===== config.mk =====
export PLATFORM = sky130hd
export DESIGN_NAME = saoc_div
export DESIGN_NICKNAME = d
export VERILOG_FILES = /design/src/sv/saoc_div.sv
export SDC_FILE = /design/constraint.sdc
export NUM_CORES = 2
export LEC_CHECK = 0
export ABC_CLOCK_PERIOD_IN_PS = 3700
export BUFFER_PORTS_ARGS = -buffer_cell sky130_fd_sc_hd__buf_2
export CAP_MARGIN = 10
export CORE_MARGIN = 5
export CORE_UTILIZATION = 58
export CTS_CLUSTER_SIZE = 20
export DETAILED_ROUTE_END_ITERATION = 10
export PLACE_DENSITY = 0.77
export SYNTH_ARGS = -nofsm -noshare
export SYNTH_HDL_FRONTEND = slang
export SYNTH_SLANG_ARGS = --single-unit

===== constraint.sdc =====
create_clock -name clk -period 3.7 [get_ports clk]
set_clock_uncertainty 0.1 [all_clocks]
set_input_delay 1.11 -clock clk [delete_from_list [all_inputs] [get_ports clk]]
set_output_delay 1.11 -clock clk [all_outputs]
set_load 0.05 [all_outputs]

===== src/sv/saoc_div.sv =====
// Pipelined restoring divider, one quotient bit per register stage.
module saoc_div #(
  parameter int CW = 44,
  parameter int DW = 21,
  parameter int QW = 23
) (
  input  logic          clk,
  input  logic          en,
  input  logic [CW-1:0] num,
  input  logic [DW-1:0] den,
  output logic [QW-1:0] quo
);

  logic [CW-1:0] rem [QW-1];
  logic [DW-1:0] dv  [QW-1];
  logic [QW-1:0] q   [QW];

  for (genvar i = 0; i < QW; i++) begin : g_stage
    logic [CW-1:0] r_in;
    logic [CW-1:0] d_sh;
    logic [DW-1:0] d_in;
    logic [QW-1:0] q_in;
    logic          fit;

    if (i == 0) begin : g_first
      assign r_in = num;
      assign d_in = den;
      assign q_in = '0;
    end else begin : g_next
      assign r_in = rem[i-1];
      assign d_in = dv[i-1];
      assign q_in = q[i-1];
    end

    // trial subtract of the divisor aligned to this quotient bit
    assign d_sh = CW'(d_in) << (QW - 1 - i);
    assign fit  = (r_in >= d_sh);

    always_ff @(posedge clk) begin
      if (en) begin
        q[i] <= q_in | (fit ? (QW'(1) << (QW - 1 - i)) : '0);
      end
    end

    if (i < QW - 1) begin : g_carry
      always_ff @(posedge clk) begin
        if (en) begin
          rem[i] <= fit ? (r_in - d_sh) : r_in;
          dv[i]  <= d_in;
        end
      end
    end
  end

  assign quo = q[QW-1];

endmodule


---- Word-level counts from Yosys, hierarchy flattened ----
Memory sizes are Yosys's and may differ from the RTL's.
Cells that the tools add are included.
word-level totals
  flip-flop bits (word level) ............. 0
  bits in latches ......................... 0
  memory bits (writable) .................. 1959
  ROM bits ................................ 0
  output and inout bits ................... 23
  memories ................................ 3
cells by class
  add/subtract/negate cells ............... 22
  multipliers ............................. 0
  div/mod/pow operators ................... 0
  order comparisons ....................... 23
  equal/unequal tests ..................... 0
  shift operators ......................... 0
  multiplexer cells ....................... 47
  bitwise operators ....................... 22
  reductions and logical operators ........ 0
memories
  name  depth  bits a word  read ports  clocked after Yosys merged registers in  write ports  RTL line  text
  rem   22     44           22          0                                        22           14        logic [CW-1:0] rem [QW-1];
  q     23     23           23          0                                        23           16        logic [QW-1:0] q [QW];
  dv    22     21           22          0                                        22           15        logic [DW-1:0] dv [QW-1];
operator list
  cell              number
  $mux W44          22
  $ge A44 B21 Y1    1
  $ge A44 B22 Y1    1
  $ge A44 B23 Y1    1
  $ge A44 B24 Y1    1
  $ge A44 B25 Y1    1
  $ge A44 B26 Y1    1
  $ge A44 B27 Y1    1
  $ge A44 B28 Y1    1
  $ge A44 B29 Y1    1
  $ge A44 B30 Y1    1
  $ge A44 B31 Y1    1
  $ge A44 B32 Y1    1
  $ge A44 B33 Y1    1
  $ge A44 B34 Y1    1
  $ge A44 B35 Y1    1
  $ge A44 B36 Y1    1
  $ge A44 B37 Y1    1
  $ge A44 B38 Y1    1
  $ge A44 B39 Y1    1
  $ge A44 B40 Y1    1
  $ge A44 B41 Y1    1
  $ge A44 B42 Y1    1
  $ge A44 B43 Y1    1
  other kinds (67)  69

---- Logic depth before layout (Yosys ltp) ----
An unclocked memory read counts as a cell.
  word-level depth ........................ 4
  depth in mapped cells ................... 15

---- Worst setup path after synthesis ----
Ideal clock, no wire load.
  kind .................................... input to register
  from .................................... in den[7]
  to ...................................... mem rem[0][43], data pin
  arrival time ............................ 3.548 ns
  path slack .............................. -0.208 ns
  stages .................................. 13
  buffers on the path ..................... 1
  path through ............................ inv_1 > ha_1 > a21o_1 > a21o_1 > a21oi_1 > o21ai_0 > nor3_1 > a21oi_1 > o21a_1 > nor3_1 > clkbuf_1 > nor2_1 > mux2_2
RTL lines
  what             RTL line  text
  start, declared  10        input logic [DW-1:0] den,
  end, declared    14

==> results list <==
- Outcome: complete, but fails checks
* Violations in the final reports: setup timing
* Area post-placement: 92,720 um2
* Count of unique library cells instantiated by Yosys: 103
* Summed area of non-filler cells in the final layout: 99,540 um2
- In this design, the stage delay of the slowest critical-path cell is 0.42 ns.
- Summing the areas of all fa, ha and maj instances in the mapped netlist gives 7.489% of the synthesized area.
* Number of H-tree branching levels: 4
- The most numerous cell type found on the critical path is inv_2.
- Xor-xnor portion of the synthesized cell area: 6.181%
- Number of global-route vias before repair: 58,722
- In this run the core area contains 141 standard-cell rows.
- In the synthesized netlist, the number of instances is 7,232.
- Horizontal extent of the die: 396.4 um
- Counting flops with an async set or reset pin after synthesis yields a share of 0%.
- Measured against the total synthesized area, the mux share comes to 1.025%.
- The count of pins over their slew limit came to 0.
- Entering global routing, the biggest net connects 137 pins.
- After filler insertion, the fill cell instance count of the layout stands at 10,219.
- Area fraction in compound gates after synthesis: 11.61%
- Setup repair after global routing could not meet its margin everywhere.
* Clk buf depth: 3
- The first routing iteration left 5,046 violations.
* Crit path max fanout: 3
- The library cell used most frequently in the layout, excluding fill and tap cells, is edfxtp_1.
* Number of clock sinks: 1,706
- GP Congestion: 0.9338
* # DRC: 0
* Remaining max-slew budget at the tightest pin: 47.09%
- For this run, the detailed router's first-pass iteration total came to 6.
- Dividing the detail-routed wire length by the instance count gives 20.04 um.
* Element type at the critical path start: flop
* Syn_nets: 7,804
- Number of antenna violations at the first check in global routing: 5
- Net count, final: 8,422
- Maximum operating frequency: 0.2641 GHz
- Setup violations remaining at the end of the flow were counted as 5.
- CTS Root Cell: clkbuf_16
* Fraction of the yosys area taken by sequential cells: 59.17%
- The analysis attributes to cell leakage a power of 38.42 nW.
* Share of post-route cells with drive strength above 1: 13.87%
- Power density over cell area: 728.2 nW/um2
- TritonCTS built the clock tree.
- Final critical path time including I/O delays and setup: 3.786 ns
- Yosys reg bits: 1,706
- Area growth syn-to-layout: 14.98%
* Type of the most critical hold path: reg2reg
* Number of CTS-inserted buffers: 174
- On the critical path, the stage with the largest delay is an instance of edfxtp_1.
- The worst-case IR drop observed on VDD is 0.4423 mV.
- Initial core utilization: 58.49%
* Total GRT Usage: 24.85%
* Clock Pin Slew Worst Setup and Hold Paths: 0.07 ns
- Overall overflow remaining after global route: 0
- Total wire length after detailed routing: 198,800 um
- Top library cells by usage in the layout, fill and taps aside: edfxtp_1, inv_1, nand2_1, o21ai_0, ha_1
- Maximum capacitance violations: 0
* Final ANT Viol Nets: 0
* HPWL after detailed placement: 144,700 um
* Vias: 58,670
- List of cells traversed by the critical path: inv_2 > ha_4 > inv_2 > fa_2 > a211oi_4 > o21ai_4 > a2111oi_4 > buf_4 > o31ai_4 > nand2_2 > a31oi_4 > a221oi_2 > nand2b_4 > or3b_1 > xnor2_1
- Synthesized area: 86,580 um2
- The die covers 157,100 um2.
- Dividing the synthesized area by the synthesized cell count gives 11.97 um2.
- Input and output buffers added on the ports amount to 89.
- Summing internal, switching and leakage power gives 72.49 mW.
* Crit path DAT: 4.25 ns
- Number of enable flip-flop cells after synthesis: 1,706
- Total number of yosys warnings: 0
- Largest family of logic cells by synthesized area: compound AO/OA/AOI/OAI gates
* Hold Worst Slack: 0.3085 ns
* Count of boundary I/O pins: 90
- Synthesized-area fraction occupied by and/or/nand/nor cells: 11.12%
- Endpoints failing hold: 0
- For this run, the leading register cell type out of synthesis is edfxtp_1.
- The critical path in this run is classified as reg2reg.
* Global-route wire length before repair: 311,600 um
- From bottom edge to top edge, the die measures 396.4 um.
- Worst-case setup margin in the final layout: -0.08580 ns
* Vias/cell: 5.915
- STA puts the critical path data required time at 4.17 ns.
- Insertion delay to the later sink of the worst-skew pair: 0.84 ns
- Transition at the pin with the smallest max-transition slack: 0.7864 ns
- Critical Path End Type: flop
* Tcrit/Tclk final: 102.3%
- In this run the standard cell core region covers 148,000 um2.
## routing by layer
layer	track usage [%]	share of wire, %	up-vias
met5	0	0.0065	-
met3	3.639	5.5	544
met2	45.02	51	1975
li1	-	-	27900
met1	29.53	38	28249
met4	10.80	4.8	2
## state kept, by name, summed over array words and instances, names as in the netlist
signal	cells
rem	968
dv	462
q	276
## logic make-up (layout without fill, tap and decap cells)
logic type	after synthesis	in the layout
XOR/XNOR	611	611
AND/OR/NAND/NOR	1935	1935
other	0	2
adder cells (fa/ha/maj)	505	505
flip-flops	1706	1706
multiplexers	80	80
buffers and inverters	769	1523
AO/OA/AOI/OAI	1626	1627
## critical path: cells and delay by family (launching register included)
kind                     cells  cell delay [ns]
flip-flops                   1             0.42
buffers and inverters        3             0.36
AO/OA/AOI/OAI                6             1.30
XOR/XNOR                     1             0.13
AND/OR/NAND/NOR              3             0.66
adder cells (fa/ha/maj)      2             0.55
## layout make-up
class | count | area (um2) | share of cell area, %
diodes | 2 | 5.005 | 0.005028
clock buffers | 207 | 4499 | 4.520
clock inverters | 106 | 1157 | 1.163
inverters | 630 | 2365 | 2.376
multi-input cells | 4758 | 33360 | 33.51
flip-flops and latches | 1706 | 51230 | 51.47
well taps | 1930 | 2415 | 2.426
repair buffers | 580 | 4512 | 4.533
## cell usage after synthesis (18+ instances only)
cell | instances | area share (%)
and2_1 | 26 | 0.19
a21o_1 | 184 | 1.6
nand2_1 | 623 | 2.7
mux2_2 | 65 | 0.85
nor4b_1 | 26 | 0.26
nand3_1 | 100 | 0.58
nand2b_1 | 106 | 0.77
nor4_1 | 100 | 0.72
nand4_1 | 83 | 0.60
nor2b_1 | 73 | 0.53
o21bai_1 | 43 | 0.37
a211oi_1 | 40 | 0.35
a31oi_1 | 43 | 0.31
clkbuf_1 | 105 | 0.46
nor2_1 | 380 | 1.6
or4_1 | 42 | 0.36
xnor2_1 | 320 | 3.2
o21a_1 | 60 | 0.52
or3_1 | 60 | 0.43
o211ai_1 | 30 | 0.26
xor2_1 | 291 | 2.9
o31ai_1 | 40 | 0.35
a21oi_1 | 459 | 2.7
nand3b_1 | 18 | 0.16
nor3_1 | 161 | 0.93
or2_2 | 30 | 0.22
o21ai_0 | 513 | 3.0
and3_1 | 33 | 0.24
fa_1 | 22 | 0.51
ha_1 | 483 | 7.0
inv_1 | 628 | 2.7
edfxtp_1 | 1706 | 59
a21boi_0 | 24 | 0.21
## report_power, final
| group | total (mW) | switching [mW] | internal [mW] |
|---|---|---|---|
| combinational | 26.0 | 14.5 | 11.5 |
| sequential | 29.3 | 2.62 | 26.6 |
| clock | 17.3 | 7.57 | 9.70 |
| total | 72.5 | 24.6 | 47.8 |
## worst paths after layout
path	startpoint	endpoint	slack [ns]	cells past startpoint
setup / recovery	rem[1][314]	rem[2][42]	-0.09	15
hold / removal	q[1][16]	q[1][39]	0.31	0
setup reg to reg	rem[1][314]	rem[2][42]	-0.09	15
hold reg to reg	q[1][16]	q[1][39]	0.31	0
## through the flow
stage                     std cells  utilization [%]  worst slack, ns  setup TNS [ns]
after floorplan                7232                -         0.006092               0
after global placement         9569            62.64          -0.5056          -14.00
after detailed placement       9569            62.64          -0.5147          -18.56
after CTS                      9891            66.66         0.004953               0
after global routing           9917            67.25          -0.1350          -1.934
final                          9919            67.25         -0.08580         -0.1403
## what timing repair did
item,4_1_cts,5_1_grt
cloned,1,1
setup buffers,8,25
hold buffers,0,0
endpoints found under the setup margin,143,318
pin swaps,17,52
resized for setup,49,145
(Power assumes the default switching activity.)
