===== config.mk =====
export PLATFORM = sky130hd
export DESIGN_NAME = saoc_skid
export DESIGN_NICKNAME = d
export VERILOG_FILES = /design/src/sv/saoc_pkg.sv /design/src/sv/saoc_skid.sv
export SDC_FILE = /design/constraint.sdc
export NUM_CORES = 1
export LEC_CHECK = 0
export ABC_AREA = 1
export BUFFER_PORTS_ARGS = -buffer_cell sky130_fd_sc_hd__buf_2
export CAP_MARGIN = 20
export CORE_MARGIN = 2
export CORE_UTILIZATION = 45
export DETAILED_ROUTE_END_ITERATION = 16
export PLACE_DENSITY = 0.7
export SYNTH_ARGS = -nofsm -noshare
export SYNTH_HDL_FRONTEND = slang
export SYNTH_SLANG_ARGS = --single-unit

===== constraint.sdc =====
create_clock -name clk -period 6.76 [get_ports clk]
set_input_delay 0.676 -clock clk [delete_from_list [all_inputs] [get_ports clk]]
set_output_delay 0.676 -clock clk [all_outputs]
set_load 0.1 [all_outputs]

===== src/sv/saoc_pkg.sv =====
// Shared pixel types, register indexes and mode codes for the overlay compositor.
package saoc_pkg;

  typedef struct packed {
    logic [7:0] alpha;
    logic [7:0] red;
    logic [7:0] green;
    logic [7:0] blue;
  } pixel_t;

  typedef struct packed {
    pixel_t px;
    logic   covered;
  } result_t;

  localparam logic CMD_LOAD        = 1'b0;
  localparam logic CMD_COMPOSITE   = 1'b1;
  localparam logic COMPOSE_REPLACE = 1'b0;
  localparam logic COMPOSE_BLEND   = 1'b1;
  localparam logic SCALE_NEAREST   = 1'b0;
  localparam logic SCALE_BILINEAR  = 1'b1;

  localparam logic [2:0] REG_PLACE_X       = 3'd0;
  localparam logic [2:0] REG_PLACE_Y       = 3'd1;
  localparam logic [2:0] REG_SCALED_WIDTH  = 3'd2;
  localparam logic [2:0] REG_SCALED_HEIGHT = 3'd3;
  localparam logic [2:0] REG_SOURCE_WIDTH  = 3'd4;
  localparam logic [2:0] REG_SOURCE_HEIGHT = 3'd5;
  localparam logic [2:0] REG_COMPOSE_MODE  = 3'd6;
  localparam logic [2:0] REG_SCALE_MODE    = 3'd7;

  localparam logic [12:0] SCALED_RESET = 13'd64;
  localparam logic [6:0]  SOURCE_RESET = 7'd64;
  localparam logic [7:0]  CHAN_MAX     = 8'hFF;

endpackage


===== src/sv/saoc_skid.sv =====
// Output register with a skid entry so the pipeline keeps moving one word past a stall.
module saoc_skid import saoc_pkg::*; (
  input  logic    clk,
  input  logic    rst,
  input  logic    in_valid,
  output logic    in_ready,
  input  result_t in_data,
  output logic    out_valid,
  input  logic    out_ready,
  output result_t out_data
);

  result_t skid;
  logic    skid_full;

  assign in_ready = !skid_full;

  always_ff @(posedge clk) begin
    if (rst) begin
      out_valid <= 1'b0;
      skid_full <= 1'b0;
    end else if (out_ready || !out_valid) begin
      if (skid_full) begin
        out_valid <= 1'b1;
        skid_full <= 1'b0;
      end else begin
        out_valid <= in_valid;
      end
    end else if (in_valid && !skid_full) begin
      skid_full <= 1'b1;
    end
  end

  always_ff @(posedge clk) begin
    if (out_ready || !out_valid) begin
      out_data <= skid_full ? skid : in_data;
    end else if (in_valid && !skid_full) begin
      // hold the word that arrived behind a stalled output
      skid <= in_data;
    end
  end

endmodule


Word level (Yosys, flattened, before mapping)
Index checks and enable logic that the tools add are counted.
{"block": "word_totals", "reg_bits": 68, "latch_bits": 0, "ramBits": 0, "rom_bits": 0, "wordCells": 21, "memories": 0}
{"block": "classes", "addsub": 0, "multipliers": 0, "div": 0, "magnitude_cmp": 0, "n_eq_ne": 0, "n_shift": 0, "n_mux": 2, "bitwise": 1, "n_reduce_logical": 6}
{"operator": "$mux W33", "count": 1}
{"operator": "$logic_not A1 Y1", "count": 2}
{"operator": "$reduce_and A2 Y1", "count": 1}
{"operator": "$reduce_or A2 Y1", "count": 1}
{"operator": "$logic_and A1 B1 Y1", "count": 1}
{"operator": "$logic_or A1 B1 Y1", "count": 1}
{"operator": "$mux W1", "count": 1}
{"operator": "$not A1 Y1", "count": 1}

Logic depth before layout (Yosys ltp)
Gate-level depths: netlist of run 1.
{"block": "logic_depth", "ltp_word": 4, "mapped_depth": 5, "mapped_depth_nobuf": 3}

Least setup slack after synthesis of run 1
OpenSTA, ideal clock, no wires.
{"block": "synth_timing", "path_kind": "register to register", "start": "register out_valid", "end": "register skid[0] (netlist name), enable pin", "setup_time_ps": 424, "t_arrival_ps": 3507, "required_ps": 6336, "setup_slack_ps": 2829, "stages_incl_launch_ff": 3, "path_buffers": 0, "period_less_slack_ps": 3931, "path_cell_list": "dfxtp_1 nand2_1 nor2_1"}
{"block": "synth_via", "elab_chain_cells": 4}
{"element": "start, declared", "line_no": "saoc_skid.sv:8", "text": "output logic out_valid,"}
{"element": "start signal, assigned", "line_no": "saoc_skid.sv:27", "text": "out_valid <= in_valid;"}
{"element": "$logic_not A1 Y1", "line_no": "saoc_skid.sv:35", "text": "if (out_ready || !out_valid) begin"}
{"element": "$logic_or A1 B1 Y1", "line_no": "saoc_skid.sv:35"}
{"element": "$not A1 Y1 (no source line)"}
{"element": "$reduce_and A2 Y1 (no source line)"}
{"element": "end signal, assigned", "line_no": "saoc_skid.sv:39", "text": "skid <= in_data;"}
{"element": "end, declared", "line_no": "saoc_skid.sv:13", "text": "result_t skid;"}
No other way between the ends.
A chain may end at the register's enable or synchronous reset.

Final worst setup path of run 1
{"block": "layout_timing", "start": "input out_ready", "end": "register skid[13] (netlist name), enable pin"}
{"block": "layout_via", "elab_chain_cells": 3}
{"element": "start, declared", "line_no": "saoc_skid.sv:9", "text": "input logic out_ready,"}
{"element": "$logic_or A1 B1 Y1", "line_no": "saoc_skid.sv:35"}
{"element": "$not A1 Y1 (no source line)"}
{"element": "$reduce_and A2 Y1 (no source line)"}
No other way between the ends.

==> reports/summary.txt, run 1 <==
top routing layer in use - met4
Seq/Total Area, Yosys - 0.783
Core Rows - 27
number of global-route vias before repair - 1,436
Die H - 79.7 µm
outcome - finished, final reports clean
Comb pwr share - 0.197
pin slew with the least headroom to its limit - 895 ps
Final setup viols - 0
Detail Route met2 WL - 1930 µm
Post-Syn Instances - 185
Initial Utilization - 0.469
Remaining DRCs - 0
final cell count without fillers - 337
Routed Antenna Nets - 0
initial antenna violation count - 0
Placement Setup Slack - 4100 ps
GRT Util Overall - 0.144
FMAX - 442 MHz
design area - 0.00310 mm²
number of DRC markers in iteration 0 - 82
final worst path period share - 0.335
post-CTS setup buffers - 0
wire per inst - 12.4 µm
clk root buf - clkbuf_8
layout cell share with drive strength beyond 1 - 0.396
Worst-Skew Late Latency - 330 ps
Ports - 72
cell internal pwr - 0.643 mW
hold buffers post-CTS - 0
DP Wirelength - 2650 µm
CP startpoint - out_ready
critical path fanouts, max - 34
synth unique cells - 12
met3 wire len - 320 µm
slowest CP cell - nor2_4
final core occ - 0.564
global route overflow - 0
Cell Count Post-Placement - 322
HP Class - reg -> reg
clk_skew - 5.51 ps
switching fraction of total power - 0.317
CTS max path bufs - 2
Slew headroom - 0.402
WP buf/inv - 2
reg2reg start - out_valid
global-route wire length before repair - 6600 µm
CTS tree - built
I/O Buffers - 71
Worst setup SP type - primary input
post-layout min period - 2260 ps
vias - 1,511
clock sinks - 68
DRT Pass-1 Iters - 4
RSZ-0062 raised after global routing - false
diode count - 0
#FFs+latches synth - 68
Cell Chain, Critical Path - buf_2 -> inv_1 -> nand2_2 -> nor2_4
Synth Warn # - 0
cts bufs inserted - 9
Max VDD drop - 0.132 mV
CP endpoint kind - flop
clk slew on worst S/H paths - 60 ps
Crit Path Class - in -> reg
H-tree Lvls - 3
Seq pwr share - 0.526
drt total wl - 4190 µm
Area after DPL - 0.00296 mm²
Core ar. - 0.00551 mm²
CP arrival - 2210 ps
Synth Cell Area - 0.00258 mm²
Largest stage delay, worst path - 900 ps
Sw Pwr - 0.298 mW
setup slack, reg-to-reg - 4650 ps
met1 WL - 1870 µm
hold path start - skid[14]
GP Congestion - 0.650
clock share of power - 0.277
post-CTS sizing - 0
Crit path max-delay family - simple AND/OR/NAND/NOR gates
Fin Setup TNS - 0 ps
fin. max-slew vios - 0
Leak - 1.33 nW
DR vias/cell - 4.48
Mapped Nets - 222
largest net degree at the start of global routing - 36
maxcap violations - 0
die width - 79.7 µm
Req. time, crit path - 6710 ps
Final #Nets - 298
syn_area_per_cell - 14.0 µm²
synthesis-to-layout area growth - 20.3%
PnR worst setup slack - 4500 ps
P per Cell Area - 303 mW/mm²
die area - 0.00636 mm²
Hold Violations, Final - 0
-- worst paths after layout --
| check | depth (start not counted) | end |
|---|---|---|
| max | 4 | skid[13] |
| min | 2 | out_data[14] |
| max reg2reg | 2 | skid[13] |
| min reg2reg | 2 | out_data[14] |
-- worst min-delay path: cells and delay by family (launching register included) --
kind,cells,cell delay (ps)
simple gates,2,100
flops,1,320
-- synth_stat cells --
cell type / count / area (µm²)
nand2_1: 83 / 312
edfxtp_1: 66 / 1980
nand2_2: 19 / 119
buf_6: 3 / 33.8
nor2_1: 3 / 11.3
buf_12: 2 / 40.0
buf_4: 2 / 15.0
dfxtp_1: 2 / 40.0
inv_1: 2 / 7.51
inv_8: 1 / 11.3
nand3_1: 1 / 5.00
o21ai_0: 1 / 5.00
-- cells by family (layout without fill, tap and decap cells) --
family | Yosys count | after routing | synth area share
AND/OR/NAND/NOR | 106 | 106 | 0.173
flip-flops | 68 | 68 | 0.783
buffers and inverters | 10 | 90 | 0.0417
AO/OA/AOI/OAI | 1 | 1 | 0.00194
-- layout make-up --
cell class / instances / area [µm²]
sequential: 68 / 2020
fill: 444 / 2400
clock buffer: 11 / 131
timing repair buffer: 72 / 363
clock inverter: 4 / 17.5
inverter: 3 / 18.8
multi-input combinational: 107 / 462
tap: 72 / 90.1
-- sequential cells by signal, summed over array words and instances, names as in the netlist --
| name | flops |
|---|---|
| out_data | 33 |
| skid_full | 1 |
| out_valid | 1 |
| skid | 33 |
-- metrics by stage --
stage          hold WS, ps  power (mW)
2_1_floorplan          494       0.657
3_3_place_gp           499       0.689
3_5_place_dp           504       0.691
4_1_cts                517       0.949
5_1_grt                520       0.977
6_report               516       0.942
-- placed cells by master (no fill, tap or decap) --
cell and instances:
edfxtp_1 66, nor2_4 1, nand2_2 20, inv_1 2, inv_8 1, nor2_1 2
o21ai_0 1, buf_2 71, clkbuf_8 9, nand2_1 82, clkbuf_1 2, dfxtp_1 2
buf_4 1, nand3_1 1, clkinv_2 2, clkinv_1 2
-- per-layer routing --
metal  track usage  up-vias
met3        0.0532        8
met5             0        -
met1         0.179      683
li1              -      772
met4        0.0763        0
met2         0.222       48
-- power groups by stage --
stage                     logic [mW]  clock network [mW]  registers, mW
after global routing           0.194               0.286          0.497
after global placement         0.185                   0          0.504
after detailed placement       0.186                   0          0.504
after CTS                      0.186               0.267          0.496
final                          0.185               0.261          0.495
after floorplan               0.0237                   0          0.634
(Power assumes the default switching activity.)
==> run 2: changes to the inputs <==
PLACE_DENSITY = 0.73   (was 0.7)
clock period = 2 ns   (was 6.76 ns; I/O delays follow)
==> reports/summary.txt, run 2 (synthesis gave the netlist of run 1 again) <==
number of DRC markers in iteration 0 - 147 (+79%)
I/O Buffers - 71 (unchanged)
DR vias/cell - 4.63 (+3.2%)
GP Congestion - 0.723 (+11%)
number of fill cells - 443 (-0.23%)
Routed Antenna Nets - 0 (unchanged)
total power - 3.44 mW (+270%)
Initial Utilization - 0.469 (unchanged)
clk root buf - clkbuf_8
number of global-route vias before repair - 1,576 (+9.7%)
Crit Path Class - reg -> out
design area - 0.00319 mm² (+2.8%)
Fin Setup TNS - 0 ps (unchanged)
clock sinks - 68 (unchanged)
most common cell after layout, fill and taps aside - nand2_1
Placement Setup Slack - 427 ps (-3670 ps)
Req. time, crit path - 1800 ps (-4910 ps)
reg2reg start - skid_full
synthesis-to-layout area growth - 23.7%
final core occ - 0.580 (+0.0159)
layout cell share with drive strength beyond 1 - 0.418 (+0.0217)
global-route wire length before repair - 7410 µm (+12%)
Largest stage delay, worst path - 480 ps (-420 ps)
Worst Hold Depth - 1 (-1)
Cell Chain, Critical Path - inv_8 -> buf_2
slowest CP cell - buf_2
die area - 0.00636 mm² (unchanged)
DP Wirelength - 3020 µm (+14%)
PnR worst setup slack - 371 ps (-4130 ps)
die width - 79.7 µm (unchanged)
post-layout min period - 1630 ps
Die H - 79.7 µm (unchanged)
critical path fanouts, max - 35 (+2.9%)
Final #Nets - 300 (+0.67%)
CP endpoint kind - output pin
Final setup viols - 0 (unchanged)
wire per inst - 13.7 µm (+10%)
post-CTS sizing - 0 (unchanged)
setup slack, reg-to-reg - 430 ps (-4220 ps)
fin. max-slew vios - 0 (unchanged)
final worst path period share - 0.815
Remaining DRCs - 0 (unchanged)
GRT Util Overall - 0.159 (+0.0146)
Worst setup SP type - flop
WHS Endpoint - skid[19]
outcome - finished, final reports clean
clk_skew - 6.65 ps (+1.14 ps)
DRT Pass-1 Iters - 4 (unchanged)
Ports - 72 (unchanged)
Regs by FF count - out_data (33), skid (33)
initial antenna violation count - 0 (unchanged)
maxcap violations - 0 (unchanged)
Core ar. - 0.00551 mm² (unchanged)
drt total wl - 4660 µm (+11%)
HP Class - in -> reg
P per Cell Area - 1080 mW/mm² (+260%)
Max VDD drop - 0.561 mV (+330%)
CP arrival - 1430 ps (-780 ps)
hold path start - in_data[19]
Core Rows - 27 (unchanged)
global route overflow - 0 (unchanged)
cts bufs inserted - 9 (unchanged)
Worst R2R End - skid[11]
Area after DPL - 0.00299 mm² (+1.1%)
RSZ-0062 raised after global routing - false
pin slew with the least headroom to its limit - 498 ps (-398 ps)
FMAX - 614 MHz
CTS max path bufs - 2 (unchanged)
largest net degree at the start of global routing - 36 (unchanged)
diode count - 0 (unchanged)
Slew headroom - 0.671 (+0.269)
hold buffers post-CTS - 0 (unchanged)
vias - 1,573 (+4.1%)
reg2reg path depth - 4 (+2)
post-CTS setup buffers - 0 (unchanged)
commonest cells after routing, fill and taps aside - nand2_1, buf_2, edfxtp_1, nand2_2, clkbuf_8
CTS tree - built
clk slew on worst S/H paths - 70 ps (about the same)
Worst-Skew Late Latency - 330 ps (about the same)
H-tree Lvls - 3 (unchanged)
Leak - 1.38 nW (+3.3%)
Hold Violations, Final - 0 (unchanged)
==> run 2: metrics by stage <==
step | std cells | hold slack [ps]
2_1_floorplan | 185 | 299
3_3_place_gp | 324 | 396
3_5_place_dp | 324 | 399
4_1_cts | 340 | 43.3
5_1_grt | 340 | 50.4
6_report | 340 | 53.7
==> run 2: layout make-up <==
cell class / instances / area [µm²] / share of cell area
inverter: 3 / 18.8 / 0.00588
multi-input combinational: 107 / 467 / 0.146
timing repair buffer: 74 / 390 / 0.122
sequential: 68 / 2020 / 0.634
tap: 72 / 90.1 / 0.0282
clock inverter: 4 / 47.5 / 0.0149
clock buffer: 12 / 155 / 0.0486
==> run 2: worst max-delay path, delay by kind of cell (launching register included) <==
kind     cells  cell delay (ps)
flops        1              370
buf+inv      2              710
==> run 2: worst max path at each step <==
stage,start,end,slack [ps],cells past startpoint
3_5_place_dp,skid_full,skid[28],430,4
6_report,skid_full,in_ready,370,2
3_3_place_gp,skid_full,skid[8],450,4
5_1_grt,skid_full,in_ready,320,2
2_1_floorplan,out_valid,skid[0],9,2
4_1_cts,skid_full,in_ready,360,2
==> run 2: power breakdown <==
part	total (mW)	internal, mW	switching, mW
logic	0.635	0.0931	0.542
registers	1.67	1.65	0.0212
clock network	1.13	0.640	0.490
total	3.44	2.39	1.05
==> run 2: metal layers <==
metal,wire [µm],global-route usage,vias to the layer above
li1,-,-,776
met1,1910,0.186,733
met2,2360,0.265,54
met3,296,0.0385,10
met4,102,0.0966,0
met5,0,0,-
==> run 3: changes to the inputs <==
PLACE_DENSITY = 0.7   (was 0.73)
clock period = 1.6 ns   (was 2 ns; I/O delays follow)
==> reports/summary.txt, run 3 (synthesis gave the netlist of run 1 again) <==
outcome - finished, final reports clean
Slew headroom - 0.669 (-0.00179)
Routed Antenna Nets - 0 (unchanged)
met1 Usage GRT - 0.187 (+0.00182)
final cell count without fillers - 342 (+0.59%)
pin slew with the least headroom to its limit - 500 ps (+2.71 ps)
Core Rows - 27 (unchanged)
wire per inst - 12.7 µm (-7.1%)
Largest stage delay, worst path - 460 ps (-20 ps)
Initial Utilization - 0.469 (unchanged)
Max VDD drop - 0.571 mV (+1.8%)
register area - 0.00203 mm² (+0.19%)
Leak - 1.35 nW (-1.6%)
Ports - 72 (unchanged)
Core ar. - 0.00551 mm² (unchanged)
post-CTS sizing - 0 (unchanged)
clk_skew - 6.46 ps (-0.190 ps)
cts bufs inserted - 9 (unchanged)
global route overflow - 0 (unchanged)
synthesis-to-layout area growth - 22.2%
RSZ-0062 raised after global routing - false
number of DRC markers in iteration 0 - 71 (-52%)
die area - 0.00636 mm² (unchanged)
clk root buf - clkbuf_8
Remaining DRCs - 0 (unchanged)
DRT Pass-1 Iters - 4 (unchanged)
DR vias/cell - 4.55 (-1.7%)
number of fill cells - 479 (+8.1%)
GP Congestion - 0.634 (-12%)
drt total wl - 4360 µm (-6.5%)
grt met3 use - 0.0351 (-0.00339)
gr busiest metal - met2
number of global-route vias before repair - 1,543 (-2.1%)
CP endpoint kind - output pin
Die H - 79.7 µm (unchanged)
met2 usage in global routing - 0.246 (-0.0185)
Final setup viols - 0 (unchanged)
Worst setup SP type - flop
Placement Setup Slack - 286 ps (-141 ps)
Crit Path Class - reg -> out
critical path fanouts, max - 25 (-29%)
initial antenna violation count - 0 (unchanged)
final worst path period share - 0.906
layout cell share with drive strength beyond 1 - 0.407 (-0.0105)
die width - 79.7 µm (unchanged)
diode count - 0 (unchanged)
slowest CP cell - buf_2
CTS tree - built
Final #Nets - 302 (+0.67%)
HP Class - in -> reg
clock sinks - 68 (unchanged)
Worst-Skew Late Latency - 320 ps (about the same)
Regs by FF count - out_data (33), skid (33)
hold buffers post-CTS - 0 (unchanged)
largest net degree at the start of global routing - 36 (unchanged)
global-route wire length before repair - 7110 µm (-4.1%)
FMAX - 690 MHz
H-tree Lvls - 3 (unchanged)
clk slew on worst S/H paths - 70 ps (about the same)
P per Cell Area - 1260 mW/mm² (+17%)
Req. time, crit path - 1440 ps (-360 ps)
vias - 1,556 (-1.1%)
Cell Chain, Critical Path - inv_8 -> buf_2
post-layout min period - 1450 ps
DP Wirelength - 3040 µm (+0.63%)
most common cell after layout, fill and taps aside - nand2_1
PnR worst setup slack - 151 ps (-220 ps)
commonest cells after routing, fill and taps aside - nand2_1, buf_2, edfxtp_1, nand2_2, clkbuf_8
post-CTS setup buffers - 0 (unchanged)
CTS max path bufs - 2 (unchanged)
Multi-input gate area - 475 µm² (+1.9%)
I/O Buffers - 71 (unchanged)
maxcap violations - 0 (unchanged)
Cell Count Post-Placement - 326 (+0.62%)
Hold Violations, Final - 0 (unchanged)
CP arrival - 1290 ps (-140 ps)
GRT Util Overall - 0.153 (-0.00606)
fin. max-slew vios - 0 (unchanged)
total power - 3.99 mW (+16%)
## run 3: cell types whose count changed in the layout (fill, tap and decap cells not counted), sizes merged
cell      previous run  this run
buf                 74        76
clkinv               2         4
bufinv               1         0
clkinvlp             1         0
## run 3: worst max-delay path: cells and delay by family (launching register included)
| kind | cells | cell delay, ps |
|---|---|---|
| buf+inv | 2 | 610 |
| flops | 1 | 350 |
## run 3: cell type report
| cell class | count | area share |
|---|---|---|
| flip-flops and latches | 68 | 0.642 |
| multi-input cells | 107 | 0.151 |
| repair buffers | 76 | 0.125 |
| clock buffers | 12 | 0.0428 |
| well taps | 72 | 0.0285 |
| inverters | 3 | 0.00595 |
| clock inverters | 4 | 0.00515 |
## run 3: path summary, 6_finish.rpt
kind                       end         from  cells after the start  slack (ps)
setup / recovery      in_ready    skid_full                      2         150
hold / removal        skid[32]  in_data[32]                      1          30
setup reg to reg      skid[11]    skid_full                      4         290
hold reg to reg   out_data[15]     skid[15]                      2         520
## run 3: power breakdown
part	internal [mW]	total (mW)	switching [mW]
Clock	0.546	1.10	0.558
Sequential	2.07	2.09	0.0263
Combinational	0.117	0.794	0.677
Total	2.73	3.99	1.26
## run 3: through the flow
stage          cell area (µm²)  utilization  hold slack, ps  setup TNS [ps]
2_1_floorplan             2610            -             259           -3260
3_3_place_gp              3000        0.546             360               0
3_5_place_dp              3000        0.546             359               0
4_1_cts                   3160        0.573            18.3               0
5_1_grt                   3160        0.573            16.8               0
6_report                  3160        0.573            30.8               0
## run 3: layer usage
metal / share of wire / vias to the layer above
li1: - / 780
met4: 0.031 / 0
met3: 0.063 / 13
met1: 0.43 / 708
met5: 0 / -
met2: 0.47 / 55
